### src/sv/sapq_pkg.sv
// shared types and constants for the sorted array priority queue
package sapq_pkg;

  localparam int unsigned DefCapacity    = 8;
  localparam int unsigned DefPayloadBits = 32;

  typedef enum logic [0:0] {
    REQ_ENQ = 1'b0,
    REQ_DEQ = 1'b1
  } req_type_e;

  typedef enum logic [1:0] {
    ST_ENQUEUED = 2'd0,
    ST_FULL     = 2'd1,
    ST_DEQUEUED = 2'd2,
    ST_EMPTY    = 2'd3
  } status_e;

  typedef enum logic [1:0] {
    CTL_IDLE = 2'd0,
    CTL_EXEC = 2'd1,
    CTL_RESP = 2'd2
  } ctl_state_e;

  // input word
  typedef struct packed {
    req_type_e          req_type;
    logic signed [15:0] priority_req;
    logic [31:0]        payload;
  } req_t;

  // result word
  typedef struct packed {
    status_e            status;
    logic signed [15:0] out_priority;
    logic [31:0]        out_payload;
    logic [3:0]         occupancy;
  } res_t;

  // commands from controller to datapath
  typedef struct packed {
    logic load;
    logic exec;
  } cmd_t;

  localparam logic signed [15:0] EmptyPriority = -16'sd1;

endpackage

### src/sv/sapq_ctrl.sv
// controller state machine for the sorted array priority queue
module sapq_ctrl (
  input  logic          clk_i,
  input  logic          rst_ni,
  input  logic          start,
  output logic          busy,
  output logic          done_o,
  output sapq_pkg::cmd_t cmd_o
);
  import sapq_pkg::*;

  ctl_state_e state_q, state_d;

  // state register
  always_ff @(posedge clk_i or negedge rst_ni) begin
    if (!rst_ni) begin
      state_q <= CTL_IDLE;
    end else begin
      state_q <= state_d;
    end
  end

  // next state and commands
  always_comb begin
    state_d    = state_q;
    busy       = 1'b0;
    done_o     = 1'b0;
    cmd_o.load = 1'b0;
    cmd_o.exec = 1'b0;
    unique case (state_q)
      CTL_IDLE: begin
        cmd_o.load = start;
        if (start) state_d = CTL_EXEC;
      end
      CTL_EXEC: begin
        busy       = 1'b1;
        cmd_o.exec = 1'b1;
        state_d    = CTL_RESP;
      end
      CTL_RESP: begin
        done_o     = 1'b1;
        cmd_o.load = start;
        state_d    = start ? CTL_EXEC : CTL_IDLE;
      end
      default: begin
        state_d = CTL_IDLE;
      end
    endcase
  end

  // a taken word is always executed next cycle
  a_load_then_exec: assert property (@(posedge clk_i) disable iff (!rst_ni)
    cmd_o.load |=> cmd_o.exec)
    else $error("load not followed by exec");

  // every execution is reported in the following cycle
  a_exec_then_done: assert property (@(posedge clk_i) disable iff (!rst_ni)
    cmd_o.exec |=> done_o)
    else $error("exec not followed by result strobe");

  // no result strobe without a preceding execution
  a_done_after_exec: assert property (@(posedge clk_i) disable iff (!rst_ni)
    done_o |-> $past(cmd_o.exec))
    else $error("result strobe without exec");

endmodule

### src/sv/sapq_dp.sv
// datapath: sorted cell chain, request and result registers
module sapq_dp #(
  parameter int unsigned CAPACITY     = sapq_pkg::DefCapacity,
  parameter int unsigned PAYLOAD_BITS = sapq_pkg::DefPayloadBits
) (
  input  logic           clk_i,
  input  logic           rst_ni,
  input  sapq_pkg::cmd_t cmd_i,
  input  sapq_pkg::req_t req_i,
  output sapq_pkg::res_t res_o
);
  import sapq_pkg::*;

  localparam int unsigned CntW = $clog2(CAPACITY + 1);

  req_t                    req_q;
  res_t                    res_q, res_d;
  logic [CntW-1:0]         count_q, count_d;
  logic signed [15:0]      prio_q [CAPACITY];
  logic signed [15:0]      prio_d [CAPACITY];
  logic [PAYLOAD_BITS-1:0] pay_q  [CAPACITY];
  logic [PAYLOAD_BITS-1:0] pay_d  [CAPACITY];
  logic [CAPACITY-1:0]     gt;
  logic                    full, empty;
  logic [PAYLOAD_BITS+31:0] in_ext, out_ext;
  logic [CntW+3:0]         occ_ext;
  logic [PAYLOAD_BITS-1:0] new_pay;

  assign full  = (count_q == CntW'(CAPACITY));
  assign empty = (count_q == '0);

  // payload width adaption in and out
  assign in_ext  = {{PAYLOAD_BITS{1'b0}}, req_q.payload};
  assign new_pay = in_ext[PAYLOAD_BITS-1:0];
  assign out_ext = {32'd0, pay_q[0]};

  // request register
  always_ff @(posedge clk_i) begin
    if (cmd_i.load) begin
      req_q <= req_i;
    end
  end

  // per-cell compare against the incoming priority
  always_comb begin
    for (int i = 0; i < CAPACITY; i++) begin
      gt[i] = (CntW'(i) < count_q) && (prio_q[i] > req_q.priority_req);
    end
  end

  // cell next values: hold, shift back with insert, or shift forward
  always_comb begin
    count_d = count_q;
    for (int i = 0; i < CAPACITY; i++) begin
      prio_d[i] = prio_q[i];
      pay_d[i]  = pay_q[i];
    end
    if (cmd_i.exec) begin
      if (req_q.req_type == REQ_ENQ) begin
        if (!full) begin
          count_d = count_q + 1'b1;
          for (int i = 0; i < CAPACITY; i++) begin
            if (i > 0 && gt[(i > 0) ? i - 1 : 0]) begin
              prio_d[i] = prio_q[(i > 0) ? i - 1 : 0];
              pay_d[i]  = pay_q[(i > 0) ? i - 1 : 0];
            end else if (gt[i] || (CntW'(i) == count_q)) begin
              prio_d[i] = req_q.priority_req;
              pay_d[i]  = new_pay;
            end
          end
        end
      end else if (!empty) begin
        count_d = count_q - 1'b1;
        for (int i = 0; i < CAPACITY - 1; i++) begin
          prio_d[i] = prio_q[i + 1];
          pay_d[i]  = pay_q[i + 1];
        end
      end
    end
  end

  // result word
  always_comb begin
    occ_ext            = {4'd0, count_d};
    res_d.status       = ST_ENQUEUED;
    res_d.out_priority = 16'sd0;
    res_d.out_payload  = 32'd0;
    res_d.occupancy    = occ_ext[3:0];
    if (req_q.req_type == REQ_ENQ) begin
      res_d.status = full ? ST_FULL : ST_ENQUEUED;
    end else if (empty) begin
      res_d.status       = ST_EMPTY;
      res_d.out_priority = EmptyPriority;
    end else begin
      res_d.status       = ST_DEQUEUED;
      res_d.out_priority = prio_q[0];
      res_d.out_payload  = out_ext[31:0];
    end
  end

  // entry count
  always_ff @(posedge clk_i or negedge rst_ni) begin
    if (!rst_ni) begin
      count_q <= '0;
    end else begin
      count_q <= count_d;
    end
  end

  // cell chain and result register
  always_ff @(posedge clk_i) begin
    for (int i = 0; i < CAPACITY; i++) begin
      prio_q[i] <= prio_d[i];
      pay_q[i]  <= pay_d[i];
    end
    if (cmd_i.exec) begin
      res_q <= res_d;
    end
  end

  assign res_o = res_q;

  // count stays within capacity
  a_count_range: assert property (@(posedge clk_i) disable iff (!rst_ni)
    count_q <= CntW'(CAPACITY))
    else $error("entry count above capacity");

  // count only moves on execution
  a_count_hold: assert property (@(posedge clk_i) disable iff (!rst_ni)
    !cmd_i.exec |=> $stable(count_q))
    else $error("entry count changed while idle");

  // accepted enqueue grows the queue by one
  a_enq_grows: assert property (@(posedge clk_i) disable iff (!rst_ni)
    cmd_i.exec && req_q.req_type == REQ_ENQ && !full
    |=> count_q == $past(count_q) + 1'b1)
    else $error("enqueue did not grow the queue");

  // dequeue on a non-empty queue returns the head priority
  a_deq_head: assert property (@(posedge clk_i) disable iff (!rst_ni)
    cmd_i.exec && req_q.req_type == REQ_DEQ && !empty
    |=> res_q.out_priority == $past(prio_q[0]))
    else $error("dequeue did not return the head entry");

endmodule

### src/sv/sorted_array_priority_queue.sv
// sorted array priority queue: latency 2 cycles from accept edge to result edge
// a word is taken at an edge with start high and busy low, executed in the next
// cycle, and its result is strobed by done_o in the cycle after that
// one word every 2 cycles: start may be raised again during the result cycle
// the receiver cannot stall; done_o lasts exactly one cycle
// reset (asynchronous, active low) empties the queue and returns to idle
module sorted_array_priority_queue #(
  parameter int unsigned CAPACITY     = sapq_pkg::DefCapacity,
  parameter int unsigned PAYLOAD_BITS = sapq_pkg::DefPayloadBits
) (
  input  logic           clk_i,
  input  logic           rst_ni,
  input  logic           start,
  output logic           busy,
  input  sapq_pkg::req_t req_i,
  output logic           done_o,
  output sapq_pkg::res_t res_o
);
  import sapq_pkg::*;

  cmd_t cmd;

  // controller
  sapq_ctrl u_ctrl (
    .clk_i  (clk_i),
    .rst_ni (rst_ni),
    .start  (start),
    .busy   (busy),
    .done_o (done_o),
    .cmd_o  (cmd)
  );

  // datapath
  sapq_dp #(
    .CAPACITY     (CAPACITY),
    .PAYLOAD_BITS (PAYLOAD_BITS)
  ) u_dp (
    .clk_i  (clk_i),
    .rst_ni (rst_ni),
    .cmd_i  (cmd),
    .req_i  (req_i),
    .res_o  (res_o)
  );

endmodule
### config.mk
export PLATFORM = sky130hd
export DESIGN_NAME = sorted_array_priority_queue
export DESIGN_NICKNAME = d
export VERILOG_FILES = /design/src/sv/sapq_pkg.sv /design/src/sv/sapq_ctrl.sv /design/src/sv/sapq_dp.sv /design/src/sv/sorted_array_priority_queue.sv
export SDC_FILE = /design/constraint.sdc
export NUM_CORES = 1
export LEC_CHECK = 0
export BUFFER_PORTS_ARGS = -buffer_cell sky130_fd_sc_hd__buf_4
export CORE_MARGIN = 4
export CORE_UTILIZATION = 40
export DETAILED_ROUTE_END_ITERATION = 8
export GPL_TIMING_DRIVEN = 0
export PLACE_DENSITY = 0.64
export SYNTH_ARGS = -nofsm -noshare
export SYNTH_HDL_FRONTEND = slang
export SYNTH_SLANG_ARGS = --single-unit
### constraint.sdc
create_clock -name clk_i -period 12.05 [get_ports clk_i]
set_input_delay 2.41 -clock clk_i [delete_from_list [all_inputs] [get_ports clk_i]]
set_output_delay 2.41 -clock clk_i [all_outputs]
set_load 0.01 [all_outputs]
# [Yosys cells after proc, flatten, opt, wreduce, memory -nomap -nowiden]
# Memory sizes are Yosys's and may differ from the RTL's.
# Index checks and enable logic that the tools add are counted.
# W data, S select, Z words.
[word_totals] n_memories=2 mem_bits_rw=384 word_cells=114 output_inout_bits=56 reg_bits=109 inputBits=52
[mem_list] name="u_dp.pay_q" depth=8 width=32 rd=8 rd_ports_with_merged_regs=0 wr=8 line="sapq_dp.sv:21" rtl="logic [PAYLOAD_BITS-1:0] pay_q [CAPACITY];"
[mem_list] name="u_dp.prio_q" depth=8 width=16 rd=8 rd_ports_with_merged_regs=0 wr=8 line="sapq_dp.sv:19" rtl="logic signed [15:0] prio_q [CAPACITY];"
[classes] muxes=53 reduce_logical=20 n_lt_le_gt_ge=16 bitwise_logic=1 n_addsub=2 n_eq_ne=11
[ops] operator="$mux W256" n=2
[ops] operator="$mux W32" n=16
[ops] operator="$mux W224" n=2
[ops] operator="$mux W128" n=2
[ops] operator="$mux W16" n=16
[ops] operator="$mux W112" n=2
[ops] operator="$gt A16 B16 Y1" n=8
[ops] operator="$mux W17" n=1
[ops] operator="$eq A3 B4 Y1 const A" n=4
[ops] operator="$lt A3 B4 Y1 const A" n=4
[ops] operator="$mux W4" n=4
[ops] operator="$eq A2 B4 Y1 const A" n=2
[ops] operator="$logic_and A1 B1 Y1" n=8
[ops] operator="$logic_or A1 B1 Y1" n=8
[ops] operator="$lt A1 B4 Y1 const A" n=2
[ops] operator="$lt A2 B4 Y1 const A" n=2
[ops] operator="$pmux W2 S3" n=1
[ops] operator="$mux W1" n=5
[ops] operator="$add A4 B1 Y4 const B" n=1
[ops] operator="$eq A1 B4 Y1 const A" n=1
[ops] operator="$eq A4 B4 Y1 const B" n=1
[ops] operator="$logic_not A4 Y1" n=1
[ops] operator="$mux W2" n=2
[ops] operator="$reduce_or A2 Y1" n=2
[ops] operator="6 further kinds" n=6

# [Logic depth before layout (Yosys ltp)]
# Gate-level depths: netlist (run 1).
# An unclocked memory read counts as a cell.
[logic_depth] word_depth=9 mapped_depth=12 ltp_nobuf=8

# [Hierarchy]
# Synthesis (run 1) repeated with hierarchy kept, for this count alone.
[hier_totals] cells_unflattened=2167 hier_area_um2=25381.8
[modules_own_cells] module="sapq_dp" cells_each=2159 seq_area_each_um2=14724.1 area_per_inst_um2=25291.8 n_inst=1
[modules_own_cells] module="sapq_ctrl" cells_each=8 seq_area_each_um2=50.0 area_per_inst_um2=90.1 n_inst=1

# [Least setup slack after synthesis (run 1)]
# No wires, ideal clock.
[synth_timing] path_kind="reg2reg" startpoint="register, netlist name u_dp.req_q[39]" endpoint="memory u_dp.pay_q[0][64] (netlist bit) (enable)" n_path_buf=3 setup_time_ns=0.482 period_less_slack_ns=5.756 required_ns=11.568 stages_incl_launch_ff=12 t_arrival_ns=5.274 setup_slack_ns=6.294 path_cell_list="edfxtp_1 -> inv_1 -> ha_1 -> a21oi_1 -> o21ai_0 -> a221o_1 -> or4b_2 -> clkbuf_1 -> and2_1 -> clkbuf_1 -> clkbuf_1 -> a31oi_1"
[synth_lines] element="to (decl)" line="sapq_dp.sv:21"

==> results of run 1 <==
-- placed cells by master (no fill, tap or decap), types with 6 or more instances in the layout --
master,n
inv_1,33
edfxtp_1,487
buf_2,9
and2_1,39
ha_1,132
buf_16,9
nor4_1,9
mux2_2,49
o221ai_1,7
nand4_1,25
nor3_1,69
o21ai_0,14
clkbuf_16,55
nor2_1,56
nor2b_1,8
nand3_1,209
dfrtp_1,6
a21oi_1,105
a221o_1,101
clkbuf_1,208
and3_1,34
clkinv_2,11
buf_1,15
nand2_1,505
bufinv_16,9
a21o_1,60
buf_4,107
o211ai_1,194
clkinv_1,15
-- per-stage QoR --
stage          setup WS, ps   util  instance area [µm²]
2_1_floorplan          6290      -                26200
3_3_place_gp           4210  0.434                28100
3_5_place_dp           7050  0.442                28500
4_1_cts                7020  0.470                30400
5_1_grt                6730  0.470                30400
6_report               6910  0.470                30400
-- power by group --
part	total [mW]	internal, mW	switching, mW	leakage, nW
logic	1.30	0.449	0.852	5.54
clock network	1.74	1.03	0.714	0.891
registers	2.26	2.14	0.118	4.62
total	5.30	3.62	1.68	11.0
-- routing by layer --
layer,up-vias,track usage,share of wire,routed length (µm)
met5,-,0,0,0
met4,0,0.0524,0.021,1730
met3,113,0.0313,0.090,7460
met2,1111,0.360,0.44,36600
met1,10307,0.345,0.45,37100
li1,9505,-,-,-
-- sequential cells by signal, indices dropped and copies added (netlist names) --
| register | flops |
|---|---|
| u_dp.req_q | 17 |
| u_ctrl.state_q | 2 |
| u_dp.prio_q | 128 |
| u_dp.count_q | 4 |
| u_dp.res_o | 54 |
| u_dp.pay_q | 256 |
| u_dp.new_pay | 32 |
-- area by class of cell --
class                           count  area (µm²)  area share
Sequential cell                   493       14800       0.487
Clock buffer                       61        1400      0.0461
Clock inverter                     40         440      0.0145
Inverter                           35         131     0.00433
Timing Repair Buffer              122        1170      0.0384
Antenna cell                        2        5.00    0.000165
Buffer                            228         882      0.0291
Tap cell                          855        1070      0.0352
Multi-Input combinational cell   1666       10500       0.346
-- logic make-up after synthesis --
family                   share of synthesized area
AND/OR/NAND/NOR                              0.166
AO/OA/AOI/OAI                                0.147
flip-flops                                   0.564
buffers and inverters                       0.0387
adder cells (fa/ha/maj)                     0.0631
multiplexers                                0.0211
XOR/XNOR                                  0.000335
-- how the worst max path moves through the flow --
stage / depth (start not counted) / endpoint / slack [ps] / start
final: 11 / u_dp.pay_q[1][47] / 6910 / u_dp.count_q[1]
after global routing: 11 / u_dp.pay_q[0][118] / 6730 / u_dp.count_q[1]
after CTS: 12 / u_dp.pay_q[1][47] / 7020 / u_dp.req_q[47]
after global placement: 9 / u_dp.pay_q[1][49] / 4210 / u_dp.count_q[1]
after detailed placement: 11 / u_dp.pay_q[0][116] / 7050 / u_dp.count_q[1]
after floorplan: 11 / u_dp.pay_q[0][64] / 6290 / u_dp.req_q[39]
==> metrics.csv, run 1 <==
metric;value;unit
worst-path-max-fanout;18;
grt_overflow;0;
pwr_density_cell;175;nW/µm²
viasPerCell;6.01;
slew_violations;0;
chipWidth;264;µm
end_kind;register;
htree_levels;2;
synth.top_cell.area_share;0.558;
synthCells;2422;
tritoncts;built;
setup_tns;0;ps
outcome;complete, no violations;
cts_buffers;54;
cp_slowest_cell;a41oi_4;
yosysWarningCount;0;
start_util;0.405;
syn_area;26200;µm²
post-synth-top-count-cell;nand2_1;
io_pins;108;
critPathTopFamily;buffers and inverters;
max_stage_delay;780;ps
period_needed;5140;ps
port_buffers;107;
grt_usage;0.231;
syn_avg_cell_area;10.8;µm²
yosys-top-cells-area;edfxtp_1 (56%), nand2_1 (7.2%), ha_1 (6.3%);
critPathBufInv;5;
num_rows;93;
grt_pass1_wl;126000;µm
drt_iter0_markers;2472;
synthArstFlopShare;0.0122;
clk_pin_slew;70;ps
gp_congestion;0.909;
ys.flop_type;edfxtp_1;
hold_path.class;register to register;
routedWlPerCell;23.7;µm
grt_start_max_net_pins;48;
insertion_delay;620;ps
ff2ff_path_depth;11;
worstSetupStartpointType;register;
path_class;register to register;
cts_root_buf;clkbuf_16;
rrSetupSlack;6910;ps
synth-seq-area-share;0.564;
wirelength;82900;µm
fmax;194;MHz
synth_seq_cells;493;
antenna_found_initial;0;
setup-violations-final;0;
grt_pass1_vias;20860;
power;5.30;mW
hold_path_end;u_ctrl.state_q[0];
maxCapViolations;0;
dieArea;69600;µm²
slew_headroom;0.133;
cts_sinks;493;
r2r-start;u_dp.count_q[1];
dpl.hpwl;65600;µm
min_period_over_period;0.427;
clock_skew;19.9;ps
worst_pin_slew;1290;ps
rsz0062_at_grt;no;
clockBufferDepth;3;
place_inst;3399;
layoutNonFillerInstCount;3502;
fp.dieH;264;µm
cp.arrival;5460;ps
postCtsResizedCells;0;
first_pass_iters;5;
ys_types;54;
via_count;21036;
fin_nets;2784;
peakVddDrop;0.0982;mV
hold_start;u_ctrl.state_q[0];
synth_edf_count;487;
core_region_area;64600;µm²
synthTopCellsByCount;nand2_1 (505), edfxtp_1 (487), nand3_1 (209), clkbuf_1 (202), o211ai_1 (194);
whs;537;ps
post_cts_buffers;0;
worst_hold_path.num_cells;1;
syn-num-nets;2606;
finalHoldViolCount;0;
p_leak;11.0;nW
fillers;5954;
antenna_left;0;
cp_data_required_time;12370;ps
drc;0;
area_growth;16.0;%
yosysTopAreaCell;edfxtp_1;
regToRegEndpoint;u_dp.pay_q[1][47];
hold_buffers;0;
cp_cell_sequence;inv_1, ha_1, nand2_1, nor2_1, nor2_1, clkbuf_1, clkbuf_1, o21ai_1, a41oi_4, buf_16, buf_16;
drive_gt1_frac;0.105;
Power figures use the tool's default switching activity.
==> inputs of run 2 (changes only) <==
--- a/config.mk
+++ b/config.mk
@@ -10,7 +10,7 @@
 export CORE_UTILIZATION = 40
 export DETAILED_ROUTE_END_ITERATION = 8
 export GPL_TIMING_DRIVEN = 0
-export PLACE_DENSITY = 0.64
+export PLACE_DENSITY = 0.66
 export SYNTH_ARGS = -nofsm -noshare
 export SYNTH_HDL_FRONTEND = slang
 export SYNTH_SLANG_ARGS = --single-unit
==> constraint.sdc (replaced) <==
create_clock -name clk_i -period 4.6 [get_ports clk_i]
set_input_delay 0.92 -clock clk_i [delete_from_list [all_inputs] [get_ports clk_i]]
set_output_delay 0.92 -clock clk_i [all_outputs]
set_load 0.01 [all_outputs]
==> run 2 against run 1 <==
Compared with the run above: count of clock-buffer cells in the layout is 5 higher; flip-flop and latch count stayed put; final area is 0.53% lower; register-to-register slack worse by 6700 ps; clock power is 140% higher; critical path type unchanged.
==> metrics.csv, run 2 (synthesis results as in run 1) <==
metric;value;unit;change
grt_overflow;0;;unchanged
fillers;5910;;-0.74%
antenna_found_initial;0;;unchanged
cp.arrival;4680;ps;-780 ps
power;13.6;mW;+160%
drive_gt1_frac;0.107;;+0.00177
grt_pass1_wl;125000;µm;-0.66%
end_kind;register;;
chipWidth;264;µm;unchanged
period_needed;4430;ps;-708 ps
insertion_delay;640;ps;+20 ps
cts_root_buf;clkbuf_16;;
slew_headroom;0.122;;-0.0105
p_switching;4.43;mW;+160%
layout_common_cells;nand2_1 (505), edfxtp_1 (487), nand3_1 (209), clkbuf_1 (207), o211ai_1 (194);;
outcome;complete, no violations;;
drt_iter0_markers;2295;;-7.2%
viasPerCell;6.01;;about the same
dieArea;69600;µm²;unchanged
antenna_left;0;;unchanged
via_count;21036;;unchanged
gp_congestion;0.927;;+2.0%
wirelength;83200;µm;+0.37%
grt_usage;0.230;;-0.000657
port_buffers;107;;unchanged
hold_buffers;0;;unchanged
num_rows;93;;unchanged
cts_sinks;493;;unchanged
routedWlPerCell;23.7;µm;+0.34%
diodes;0;;-2
power_frac_seq;0.437;;+0.010
cp_data_required_time;4850;ps;-7520 ps
pwr_density_cell;449;nW/µm²;+160%
clk_pin_slew;60;ps;about the same
largest_reg_flops;256;;unchanged
dpl.hpwl;65100;µm;-0.76%
peakVddDrop;0.232;mV;+140%
first_pass_iters;6;;+1
layout_commonest_cell;nand2_1;;
worst_pin_slew;1310;ps;+15.6 ps
grt_pass1_vias;20638;;-1.1%
core_region_area;64600;µm²;unchanged
area_growth;15.3;%;
start_util;0.405;;unchanged
p_comb_frac;0.252;;+0.007
clock_skew;25.7;ps;+5.85 ps
worstSetupStartpointType;register;;
hold_path.class;input port to asynchronous set/reset pin;;
fin_nets;2791;;+0.25%
tritoncts;built;;
rsz0062_at_grt;no;;
htree_levels;2;;unchanged
worst-path-max-fanout;12;;-6
p_leak;11.0;nW;-0.47%
io_pins;108;;unchanged
fmax;225;MHz;+16%
post-route-util;0.468;;-0.00248
whs;110;ps;-427 ps
grt_start_max_net_pins;48;;unchanged
top_register;u_dp.pay_q;;
drc;0;;unchanged
clockBufferDepth;3;;unchanged
maxCapViolations;0;;unchanged
fp.dieH;264;µm;unchanged
finalHoldViolCount;0;;unchanged
setup-violations-final;0;;unchanged
cts_buffers;54;;unchanged
slew_violations;0;;unchanged
min_period_over_period;0.964;;+0.537
p_int;9.14;mW;+150%
p_clk_frac;0.312;;-0.016
path_class;register to register;;
swShare;0.326;;+0.00872
-- run 2: routing by layer --
metal,vias up,track usage,part of all wire
li1,9528,-,-
met1,10252,0.345,0.45
met2,1147,0.353,0.44
met3,109,0.0337,0.091
met4,0,0.0588,0.024
met5,-,0,0
-- run 2: stage by stage --
stage | std cells | instance area [µm²] | setup TNS, ps | worst slack [ps]
2_1_floorplan | 2422 | 26200 | 0 | 4.93
3_3_place_gp | 3384 | 28100 | -603260 | -1690
3_5_place_dp | 3395 | 28400 | -94380 | -437
4_1_cts | 3504 | 30200 | 0 | 41.5
5_1_grt | 3503 | 30200 | 0 | 27.8
6_report | 3503 | 30200 | 0 | 165
-- run 2: power by group through the flow --
stage | combinational, mW | sequential (mW) | clock, mW
after global placement | 3.15 | 6.02 | 0
after global routing | 3.71 | 5.95 | 4.45
after floorplan | 2.20 | 5.89 | 0
after CTS | 3.37 | 5.91 | 4.27
final | 3.42 | 5.93 | 4.23
after detailed placement | 3.32 | 6.00 | 0
-- run 2: repair_timing --
action,in CTS,in global routing
pin swaps,0,0
cloned,3,0
buffers inserted,9,0
setup endpoints to repair,367,192
endpoints found under the hold margin,0,0
gates resized for setup,6,7
-- run 2: path summary, 6_finish.rpt --
check                                  start            endpoint  slack [ps]  cells past startpoint
max reg2reg                   u_dp.req_q[47]  u_dp.prio_q[0][63]         170                     11
max                           u_dp.req_q[47]  u_dp.prio_q[0][63]         170                     11
max in group asynchronous             rst_ni     u_dp.count_q[1]        4360                      1
min in group clk_i                 req_i[22]    u_dp.new_pay[22]         460                      1
min                                   rst_ni     u_dp.count_q[2]         110                      1
min reg2reg                u_dp.pay_q[1][98]   u_dp.pay_q[1][66]         540                      2
-- run 2: cell type report --
type                            instances  area (µm²)  area share
Inverter                               35         131     0.00435
Clock inverter                         31         265     0.00878
Multi-Input combinational cell       1669       10500       0.349
Buffer                                227         885      0.0293
Tap cell                              855        1070      0.0354
Timing Repair Buffer                  127        1110      0.0369
Sequential cell                       493       14800       0.489
Clock buffer                           66        1420      0.0469
-- run 2: critical path, stage by stage, from the launching register on --
cell and delay, ps:
edfxtp_1 390, inv_1 420, ha_1 390, nand4_1 190
nor2_1 70, a221o_1 360, or4b_2 660, clkbuf_1 150
and2_1 160, clkbuf_1 200, clkbuf_2 330, a41oi_2 730
